==> config.mk <==
export PLATFORM = sky130hd
export DESIGN_NAME = sensor_stream_health_monitor_unit
export DESIGN_NICKNAME = d
export VERILOG_FILES = /design/src/rtl/sshm_pkg.sv /design/src/rtl/sshm_divider.sv /design/src/rtl/sensor_stream_health_monitor_unit.sv
export SDC_FILE = /design/constraint.sdc
export NUM_CORES = 2
export LEC_CHECK = 0
export ABC_AREA = 1
export BUFFER_PORTS_ARGS = -buffer_cell sky130_fd_sc_hd__buf_2
export CORE_UTILIZATION = 52
export DETAILED_ROUTE_END_ITERATION = 7
export PLACE_DENSITY_LB_ADDON = 0.05
export SETUP_SLACK_MARGIN = 0.5
export SYNTH_ARGS = -nofsm -noshare
export SYNTH_HDL_FRONTEND = slang
export SYNTH_SLANG_ARGS = --single-unit
==> constraint.sdc <==
create_clock -name aclk -period 26.8 [get_ports aclk]
set_input_delay 2.68 -clock aclk [delete_from_list [all_inputs] [get_ports aclk]]
set_output_delay 2.68 -clock aclk [all_outputs]
set_load 0.01 [all_outputs]
==> src/rtl/sshm_pkg.sv <==
// Shared constants, register codes and divider types for the stream health monitor.
package sshm_pkg;

    localparam int TIME_W     = 48;
    localparam int CNT_W      = 32;
    localparam int EVT_W      = 16;
    localparam int RATE_W     = 32;
    localparam int TOL_W      = 24;
    localparam int CFG_IDX_W  = 3;
    localparam int CFG_DATA_W = 32;
    localparam int WINDOW_DEPTH_DEF = 16;

    // numerator scale: items per microsecond to millihertz
    localparam logic [29:0] RATE_SCALE = 30'd1000000000;
    localparam int NUM_W = 39; // 9-bit count times 1e9 fits in 39 bits

    typedef enum logic [CFG_IDX_W-1:0] {
        REG_ENABLE      = 3'd0,
        REG_TOLERANCE   = 3'd1,
        REG_MAX_STALE   = 3'd2,
        REG_MAX_MSG_AGE = 3'd3,
        REG_MIN_RATE    = 3'd4,
        REG_GRACE       = 3'd5,
        REG_RB_FATAL    = 3'd6,
        REG_DUP_FATAL   = 3'd7
    } cfg_reg_t;

    typedef struct packed {
        logic                start;
        logic [NUM_W-1:0]    numer;
        logic [TIME_W-1:0]   denom;
    } div_req_t;

    typedef struct packed {
        logic                done;
        logic [RATE_W-1:0]   quot;  // saturated
    } div_rsp_t;

endpackage

==> src/rtl/sshm_divider.sv <==
// Bit-serial restoring divider, one quotient bit per cycle, saturating to RATE_W bits.
module sshm_divider
    import sshm_pkg::*;
(
    input  logic     aclk,
    input  logic     aresetn,
    input  div_req_t req,
    output div_rsp_t rsp
);

    localparam int STEP_W = $clog2(NUM_W + 1);

    logic [NUM_W-1:0]  num_reg, num_next;
    logic [NUM_W-1:0]  quo_reg, quo_next;
    logic [TIME_W-1:0] rem_reg, rem_next;
    logic [TIME_W-1:0] den_reg, den_next;
    logic [STEP_W-1:0] step_reg, step_next;
    logic              busy_reg, busy_next;
    logic              done_reg, done_next;
    logic [TIME_W:0]   trial;

    always_comb begin
        num_next  = num_reg;
        quo_next  = quo_reg;
        rem_next  = rem_reg;
        den_next  = den_reg;
        step_next = step_reg;
        busy_next = busy_reg;
        done_next = 1'b0;
        trial     = {rem_reg, num_reg[NUM_W-1]};
        if (req.start) begin
            num_next  = req.numer;
            den_next  = req.denom;
            rem_next  = '0;
            quo_next  = '0;
            step_next = STEP_W'(NUM_W);
            busy_next = 1'b1;
        end else if (busy_reg) begin
            num_next = {num_reg[NUM_W-2:0], 1'b0};
            if (trial >= {1'b0, den_reg}) begin
                rem_next = TIME_W'(trial - {1'b0, den_reg});
                quo_next = {quo_reg[NUM_W-2:0], 1'b1};
            end else begin
                rem_next = trial[TIME_W-1:0];
                quo_next = {quo_reg[NUM_W-2:0], 1'b0};
            end
            step_next = step_reg - 1'b1;
            if (step_reg == STEP_W'(1)) begin
                busy_next = 1'b0;
                done_next = 1'b1;
            end
        end
    end

    always_ff @(posedge aclk) begin
        num_reg  <= num_next;
        quo_reg  <= quo_next;
        rem_reg  <= rem_next;
        den_reg  <= den_next;
        step_reg <= step_next;
        if (!aresetn) begin
            busy_reg <= 1'b0;
            done_reg <= 1'b0;
        end else begin
            busy_reg <= busy_next;
            done_reg <= done_next;
        end
    end

    assign rsp.done = done_reg;
    assign rsp.quot = (|quo_reg[NUM_W-1:RATE_W]) ? '1 : quo_reg[RATE_W-1:0];

endmodule

==> src/rtl/sensor_stream_health_monitor_unit.sv <==
// Top level of the stream health monitor: state, receive-time ring, query sequencer.
// One item is taken at a time. An observe item is captured on acceptance, then the stamp
// checks run together with the ring write before the next acceptance. A status item with
// a defined rate goes through capture, age compute, two ring reads, span check, divider
// start, the bit-serial rate divider (one quotient bit per cycle over a 39-bit numerator),
// quotient capture and output load; the output load waits until the previous result has
// been taken. With fewer than two window entries or a span that is not positive the
// divider is skipped. The result sits in an output register and the next item may be
// accepted while it waits.
module sensor_stream_health_monitor_unit
    import sshm_pkg::*;
#(
    parameter int WINDOW_DEPTH = WINDOW_DEPTH_DEF
)(
    input  logic                  aclk,
    input  logic                  aresetn,
    input  logic                  cfg_valid,
    output logic                  cfg_ready,
    input  logic [CFG_IDX_W-1:0]  cfg_index,
    input  logic [CFG_DATA_W-1:0] cfg_data,
    input  logic                  s_tvalid,
    output logic                  s_tready,
    // tdata: message_stamp_us, receive_time_us, now_message_clock_us, now_steady_us,
    //        startup_elapsed_us (224 bits)
    input  logic [223:0]          s_tdata,
    // tuser: command
    input  logic                  s_tuser,
    output logic                  m_tvalid,
    input  logic                  m_tready,
    // tdata: stale, rate_ok, received flag, stamps_monotonic, received_total,
    //        rollback_total_out, duplicate_total_out, receive_age_us, message_age_us,
    //        estimated_rate_mhz, zero fill (200 bits)
    output logic [199:0]          m_tdata,
    // tuser: healthy
    output logic                  m_tuser
);

    localparam int IDX_W  = (WINDOW_DEPTH > 1) ? $clog2(WINDOW_DEPTH) : 1;
    localparam int FILL_W = $clog2(WINDOW_DEPTH + 1);

    typedef enum logic [3:0] {
        ST_IDLE, ST_OBS, ST_Q_RD, ST_Q_RD2, ST_Q_SPAN, ST_Q_DIV, ST_Q_WAIT, ST_Q_FIN
    } state_t;

    state_t state_reg;

    // configuration
    logic                  enable_reg;
    logic [TOL_W-1:0]      tol_reg;
    logic [31:0]           max_stale_reg, max_age_reg, min_rate_reg, grace_reg;
    logic                  rb_fatal_reg, dup_fatal_reg;

    // captured item
    logic [TIME_W-1:0]     stamp_reg, recv_reg, now_msg_reg, now_st_reg;
    logic [31:0]           elapsed_reg;

    // monitor state
    logic                  rcvd_reg, mono_reg;
    logic [TIME_W-1:0]     last_recv_reg, last_stamp_reg;
    logic [CNT_W-1:0]      msg_cnt_reg;
    logic [EVT_W-1:0]      rb_cnt_reg, dup_cnt_reg;
    logic [IDX_W-1:0]      oldest_reg;
    logic [FILL_W-1:0]     fill_reg;
    logic [TIME_W-1:0]     ring_mem [WINDOW_DEPTH];
    logic [TIME_W-1:0]     rd_data_reg, first_reg;

    // query work registers
    logic [TIME_W-1:0]     rage_reg, mage_reg;
    logic [RATE_W-1:0]     rate_reg;
    logic                  span_pos_reg;

    // result register
    logic                  out_valid_reg;
    logic [199:0]          out_data_reg;
    logic                  out_user_reg;

    div_req_t div_req;
    div_rsp_t div_rsp;

    logic                  in_acc, out_acc;
    logic [IDX_W-1:0]      wr_idx, last_idx;
    logic [FILL_W:0]       wsum, lsum;
    logic [TIME_W:0]       diff_up, diff_dn;
    logic                  back, dup;
    logic [TIME_W-1:0]     span;
    logic [NUM_W-1:0]      numer;
    logic                  stale, rok, healthy, fill_ge2;

    assign in_acc    = s_tvalid && s_tready;
    assign out_acc   = m_tvalid && m_tready;
    assign cfg_ready = 1'b1;
    assign s_tready  = (state_reg == ST_IDLE);

    // ring address arithmetic, mod depth by one compare and subtract
    assign wsum = (FILL_W+1)'(oldest_reg) + (FILL_W+1)'(fill_reg);
    assign lsum = wsum - 1'b1;
    assign wr_idx = (fill_reg == FILL_W'(WINDOW_DEPTH)) ? oldest_reg :
        ((wsum >= (FILL_W+1)'(WINDOW_DEPTH)) ? IDX_W'(wsum - (FILL_W+1)'(WINDOW_DEPTH))
                                              : IDX_W'(wsum));
    assign last_idx = (lsum >= (FILL_W+1)'(WINDOW_DEPTH))
        ? IDX_W'(lsum - (FILL_W+1)'(WINDOW_DEPTH)) : IDX_W'(lsum);

    assign diff_up = {1'b0, stamp_reg} - {1'b0, last_stamp_reg};
    assign diff_dn = {1'b0, last_stamp_reg} - {1'b0, stamp_reg};
    always_comb begin
        if (!diff_up[TIME_W]) begin
            back = 1'b0;
            dup  = diff_up[TIME_W-1:0] <= {{(TIME_W-TOL_W){1'b0}}, tol_reg};
        end else begin
            back = diff_dn[TIME_W-1:0] > {{(TIME_W-TOL_W){1'b0}}, tol_reg};
            dup  = !back;
        end
    end

    assign span  = rd_data_reg - first_reg;
    assign numer = NUM_W'((fill_reg - 1'b1)) * NUM_W'(RATE_SCALE);

    assign div_req.start = (state_reg == ST_Q_DIV);
    assign div_req.numer = numer;
    assign div_req.denom = span;

    sshm_divider u_div (
        .aclk    (aclk),
        .aresetn (aresetn),
        .req     (div_req),
        .rsp     (div_rsp)
    );

    assign fill_ge2 = fill_reg >= FILL_W'(2);
    assign stale = !rcvd_reg || (rage_reg > {16'd0, max_stale_reg})
                   || (mage_reg > {16'd0, max_age_reg});
    assign rok = (elapsed_reg < grace_reg) || !fill_ge2 || (rate_reg >= min_rate_reg);
    assign healthy = enable_reg && rcvd_reg && !stale && rok
                     && !(!mono_reg && rb_fatal_reg)
                     && !(dup_fatal_reg && (dup_cnt_reg != '0));

    always_ff @(posedge aclk) begin
        if (state_reg == ST_OBS) begin
            ring_mem[wr_idx] <= recv_reg;
        end
        if (state_reg == ST_Q_RD) begin
            rd_data_reg <= ring_mem[oldest_reg];
        end else if (state_reg == ST_Q_RD2) begin
            rd_data_reg <= ring_mem[last_idx];
        end
    end

    always_ff @(posedge aclk) begin
        if (!aresetn) begin
            state_reg      <= ST_IDLE;
            enable_reg     <= 1'b1;
            tol_reg        <= '0;
            max_stale_reg  <= 32'd1000000;
            max_age_reg    <= 32'd1000000;
            min_rate_reg   <= '0;
            grace_reg      <= '0;
            rb_fatal_reg   <= 1'b0;
            dup_fatal_reg  <= 1'b0;
            rcvd_reg       <= 1'b0;
            mono_reg       <= 1'b1;
            last_recv_reg  <= '0;
            last_stamp_reg <= '0;
            msg_cnt_reg    <= '0;
            rb_cnt_reg     <= '0;
            dup_cnt_reg    <= '0;
            oldest_reg     <= '0;
            fill_reg       <= '0;
            out_valid_reg  <= 1'b0;
        end else begin
            if (cfg_valid && cfg_ready) begin
                unique case (cfg_reg_t'(cfg_index))
                    REG_ENABLE:      enable_reg    <= cfg_data[0];
                    REG_TOLERANCE:   tol_reg       <= cfg_data[TOL_W-1:0];
                    REG_MAX_STALE:   max_stale_reg <= cfg_data;
                    REG_MAX_MSG_AGE: max_age_reg   <= cfg_data;
                    REG_MIN_RATE:    min_rate_reg  <= cfg_data;
                    REG_GRACE:       grace_reg     <= cfg_data;
                    REG_RB_FATAL:    rb_fatal_reg  <= cfg_data[0];
                    REG_DUP_FATAL:   dup_fatal_reg <= cfg_data[0];
                    default: ;
                endcase
            end
            if (out_acc) begin
                out_valid_reg <= 1'b0;
            end
            unique case (state_reg)
                ST_IDLE: begin
                    if (in_acc) begin
                        stamp_reg   <= s_tdata[47:0];
                        recv_reg    <= s_tdata[95:48];
                        now_msg_reg <= s_tdata[143:96];
                        now_st_reg  <= s_tdata[191:144];
                        elapsed_reg <= s_tdata[223:192];
                        state_reg   <= s_tuser ? ST_Q_RD : ST_OBS;
                    end
                end
                ST_OBS: begin
                    if (rcvd_reg) begin
                        if (back) begin
                            if (rb_cnt_reg != '1) rb_cnt_reg <= rb_cnt_reg + 1'b1;
                            mono_reg <= 1'b0;
                        end else if (dup) begin
                            if (dup_cnt_reg != '1) dup_cnt_reg <= dup_cnt_reg + 1'b1;
                        end
                    end
                    rcvd_reg       <= 1'b1;
                    last_recv_reg  <= recv_reg;
                    last_stamp_reg <= stamp_reg;
                    if (msg_cnt_reg != '1) msg_cnt_reg <= msg_cnt_reg + 1'b1;
                    if (fill_reg == FILL_W'(WINDOW_DEPTH)) begin
                        oldest_reg <= (oldest_reg == IDX_W'(WINDOW_DEPTH - 1))
                                      ? '0 : oldest_reg + 1'b1;
                    end else begin
                        fill_reg <= fill_reg + 1'b1;
                    end
                    state_reg <= ST_IDLE;
                end
                ST_Q_RD: begin
                    if (!rcvd_reg) begin
                        rage_reg <= '1;
                        mage_reg <= '1;
                    end else begin
                        rage_reg <= (now_st_reg > last_recv_reg)
                                    ? now_st_reg - last_recv_reg : '0;
                        mage_reg <= (now_msg_reg > last_stamp_reg)
                                    ? now_msg_reg - last_stamp_reg : '0;
                    end
                    state_reg <= ST_Q_RD2;
                end
                ST_Q_RD2: begin
                    first_reg <= rd_data_reg;
                    state_reg <= ST_Q_SPAN;
                end
                ST_Q_SPAN: begin
                    span_pos_reg <= fill_ge2 && (rd_data_reg > first_reg);
                    rate_reg     <= '0;
                    state_reg    <= (fill_ge2 && (rd_data_reg > first_reg))
                                    ? ST_Q_DIV : ST_Q_FIN;
                end
                ST_Q_DIV: begin
                    state_reg <= ST_Q_WAIT;
                end
                ST_Q_WAIT: begin
                    if (div_rsp.done) begin
                        rate_reg  <= div_rsp.quot;
                        state_reg <= ST_Q_FIN;
                    end
                end
                ST_Q_FIN: begin
                    if (!out_valid_reg) begin
                        out_valid_reg <= 1'b1;
                        out_user_reg  <= healthy;
                        out_data_reg  <= {4'd0, rate_reg, mage_reg, rage_reg,
                                          dup_cnt_reg, rb_cnt_reg, msg_cnt_reg,
                                          mono_reg, rcvd_reg, rok, stale};
                        state_reg     <= ST_IDLE;
                    end
                end
                default: state_reg <= ST_IDLE;
            endcase
        end
    end

    assign m_tvalid = out_valid_reg;
    assign m_tdata  = out_data_reg;
    assign m_tuser  = out_user_reg;

`ifndef SYNTHESIS
    a_fill_bound: assert property (@(posedge aclk) disable iff (!aresetn)
        fill_reg <= FILL_W'(WINDOW_DEPTH))
        else $error("window fill above depth");
    a_no_accept_busy: assert property (@(posedge aclk) disable iff (!aresetn)
        (state_reg != ST_IDLE) |-> !s_tready)
        else $error("item accepted while busy");
    a_div_rate: assert property (@(posedge aclk) disable iff (!aresetn)
        (state_reg == ST_Q_FIN && !span_pos_reg) |-> (rate_reg == '0))
        else $error("rate nonzero for undefined span");
    a_obs_no_result: assert property (@(posedge aclk) disable iff (!aresetn)
        (state_reg == ST_OBS) |=> !$rose(out_valid_reg))
        else $error("observe produced a result");
`endif

endmodule

==> impl_metrics.toml <==
[finish]
nets = 12600
final_cell_area_sq_um = 116000
regMostFlops = "ring_mem"
area_growth_pct = 11.1
fill_cells = 17400
largest_register_ffs = 768
drive_gt1_share_pct = 8.46

[drt]
wl_per_cell_um = 24.5
drt_iter0_markers = 9755
first_pass_iters = 6
drc = 0
wirelength_um = 356000
ant_nets = 0
vias = 86700
vias_per_cell = 5.96

[power_and_ir_drop]
pwr-share-seq_pct = 32.1
p_comb_share_pct = 40.9
intPower_mw = 6.52
swShare_pct = 38.6
powerDensity_nw_per_um2 = 91.8
p_switching_mw = 4.10
p_clk_share_pct = 27.0
ir_drop_mv = 0.262
total_leakage_power_nw = 45.6

[yosys]
synth_cells = 11400
synth_cell_type_count = 65
synth_top_area_share_pct = 43.0
ys_ff_latch = 1920
yosys-top-cells-area = "edfxtp_1, dfxtp_1, ha_1, nand2_1, inv_1"
ys.flop_type = "edfxtp_1"
synth_area_per_cell_sq_um = 9.11
synth_warnings = 0
ys_seq_area_share_pct = 51.3
synth_edf_count = 1491
synth_area_sq_um = 104000
yosys.area.top_type = "edfxtp_1"
synth-async-reset-ratio_pct = 0

[clocking]
cts_tree = "yes"
htree_num_levels = 4
post-cts-setup-buffers = 0
clkTransAtPathRegs_ns = 0.06
cts_sinks = 1920
numCtsBuffers = 203
clockRootBuffer = "clkbuf_16"
worst_skew_pair.late_latency_ns = 0.87
cts_max_path_buffers = 3
cts.repair.resized = 0
cts_hold_buf = 0

[worst_setup_path]
path_class = "reg2reg"
required_ns = 27.36
worstSetupEndpointType = "flip-flop"
crit_arrival_ns = 7.95
cp_max_fo = 10
start_kind = "flip-flop"

[floorplanning]
die_h_um = 449
dieArea_sq_um = 202000
rows = 163
die_w_um = 449
pin_count = 469
initial_utilization_pct = 52.5
coreArea_sq_um = 198000

[timing]
hold_viol_final = 0
grt_setup_unrepaired = "false"
timing.setup.tns_ns = 0
period_needed_ns = 7.39
setup_viol = 0
relSlewSlack_pct = 19.8
fmax_mhz = 135
skew_ns = 0.0653
report.final.slew_viol_count = 0
worst-slew-pin-transition_ns = 1.20
fin_crit_sh_pct = 27.6

[status]
status = "complete, no violations"

[global_route]
antenna_found_initial = 65
grt_remaining_overflow = 0
grt_max_degree = 212
grt_pass1_wl_um = 523000
grt_pass1_vias = 82800
grt.total_usage_pct = 34.4

[placement]
routabilityCongestion = 1.03
placed_area_sq_um = 109000
post-dp-hpwl_um = 247000
portBuffers = 463

[min_path]
min_path_type = "reg2reg"

[job]
drv_cap = 0
cell usage after synthesis (68+ instances only):
library cell	n
edfxtp_1	1491
nand3_1	345
o221ai_1	91
ha_1	592
nand2_1	1964
nand4_1	81
dfxtp_1	429
a31oi_1	115
fa_1	68
a221oi_1	83
xnor2_1	121
clkbuf_1	456
xor2_1	138
a21oi_1	1110
o211ai_1	175
a311oi_1	97
nor3_1	86
o21a_1	80
nor2_1	867
o22ai_1	79
o21ai_0	1102
inv_1	1510
cell families (layout without fill, tap and decap cells):
kind of cell	Yosys count	in the layout	synth area share [%]
AND/OR/NAND/NOR	3486	3486	13.7
multiplexers	1	1	0.00962
buffers and inverters	2022	2464	7.37
flip-flops	1920	1920	51.3
adder cells (fa/ha/maj)	660	660	8.43
AO/OA/AOI/OAI	3073	3073	17.0
other	2	36	0.00722
XOR/XNOR	259	259	2.18
placed cells by master (no fill, tap or decap), types with 40 or more instances in the layout:
cell,synthesis,layout
o22ai_1,79,79
dfxtp_1,429,425
a21oi_1,1110,1109
a221oi_1,83,83
inv_1,1510,1502
a22oi_1,40,40
nand3_1,345,344
nor3_1,86,84
clkbuf_16,0,208
nand2_1,1964,1963
o21a_1,80,80
o211ai_1,175,175
fa_1,68,68
nor2_1,867,843
xor2_1,138,138
ha_1,592,590
nand4_1,81,81
clkbuf_1,456,51
edfxtp_1,1491,1491
buf_2,8,462
buf_4,12,93
xnor2_1,121,120
a311oi_1,97,97
o21ai_0,1102,1102
o221ai_1,91,91
a31oi_1,115,115
layout make-up:
class,instances,area [sq um],area share (%)
timing repair buffer,560,3100,2.68
inverter,1522,5750,4.97
tap,2640,3300,2.86
antenna,30,75.1,0.0649
multi-input combinational,7485,43300,37.4
clock inverter,117,1280,1.11
clock buffer,265,5480,4.74
sequential,1920,53400,46.2
worst paths after layout:
kind	start	to	cells after the start	slack, ns
hold reg to reg	rage_reg[44]	m_tdata[112]	0	0.45
setup / recovery	fill_reg[0]	u_div.num_reg[33]	27	19.41
setup reg to reg	fill_reg[0]	u_div.num_reg[33]	27	19.41
hold / removal	rage_reg[44]	m_tdata[112]	0	0.45
critical path, cell delays in order, from the launching register on:
cell	delay, ns
dfxtp_1	0.51
inv_1	0.31
ha_1	0.31
nand2_1	0.08
xor2_1	0.29
inv_1	0.30
ha_1	0.53
inv_1	0.10
fa_1	0.54
inv_1	0.05
ha_1	0.19
fa_1	0.48
ha_1	0.33
fa_1	0.54
inv_1	0.05
fa_1	0.50
inv_1	0.04
ha_1	0.36
a21oi_1	0.23
inv_1	0.08
nor2_1	0.12
o221ai_1	0.22
a21oi_1	0.32
nor3_1	0.09
nor2_1	0.20
o21ai_0	0.13
xnor2_1	0.14
o21ai_0	0.08
power groups by stage:
stage	logic (mW)	registers [mW]	clock network (mW)
floorplan	3.17	3.43	0
global placement	4.32	3.46	0
detailed placement	4.31	3.47	0
CTS	4.34	3.40	2.90
global route	4.96	3.41	3.02
finish	4.34	3.41	2.87
layer usage:
metal | GRT usage, % | share of wire [%] | up-vias
met2 | 56.8 | 47 | 4041
met3 | 4.73 | 7.8 | 899
met1 | 44.1 | 39 | 41600
li1 | - | - | 40100
met4 | 17.8 | 6.0 | 14
met5 | 0 | 0.028 | -
through the flow:
stage                     util, %  hold slack (ns)  power (mW)  setup WS (ns)  cells
after detailed placement     54.9            0.431        7.77          19.38  14100
after floorplan                 -            0.417        6.61           1.14  11400
after global routing         58.4            0.465        11.4          18.81  14500
after CTS                    58.4            0.453        10.6          19.38  14500
final                        58.4            0.445        10.6          19.41  14500
after global placement       54.9            0.429        7.79          19.42  14100
Note: power is estimated with default switching activity, not from simulation.
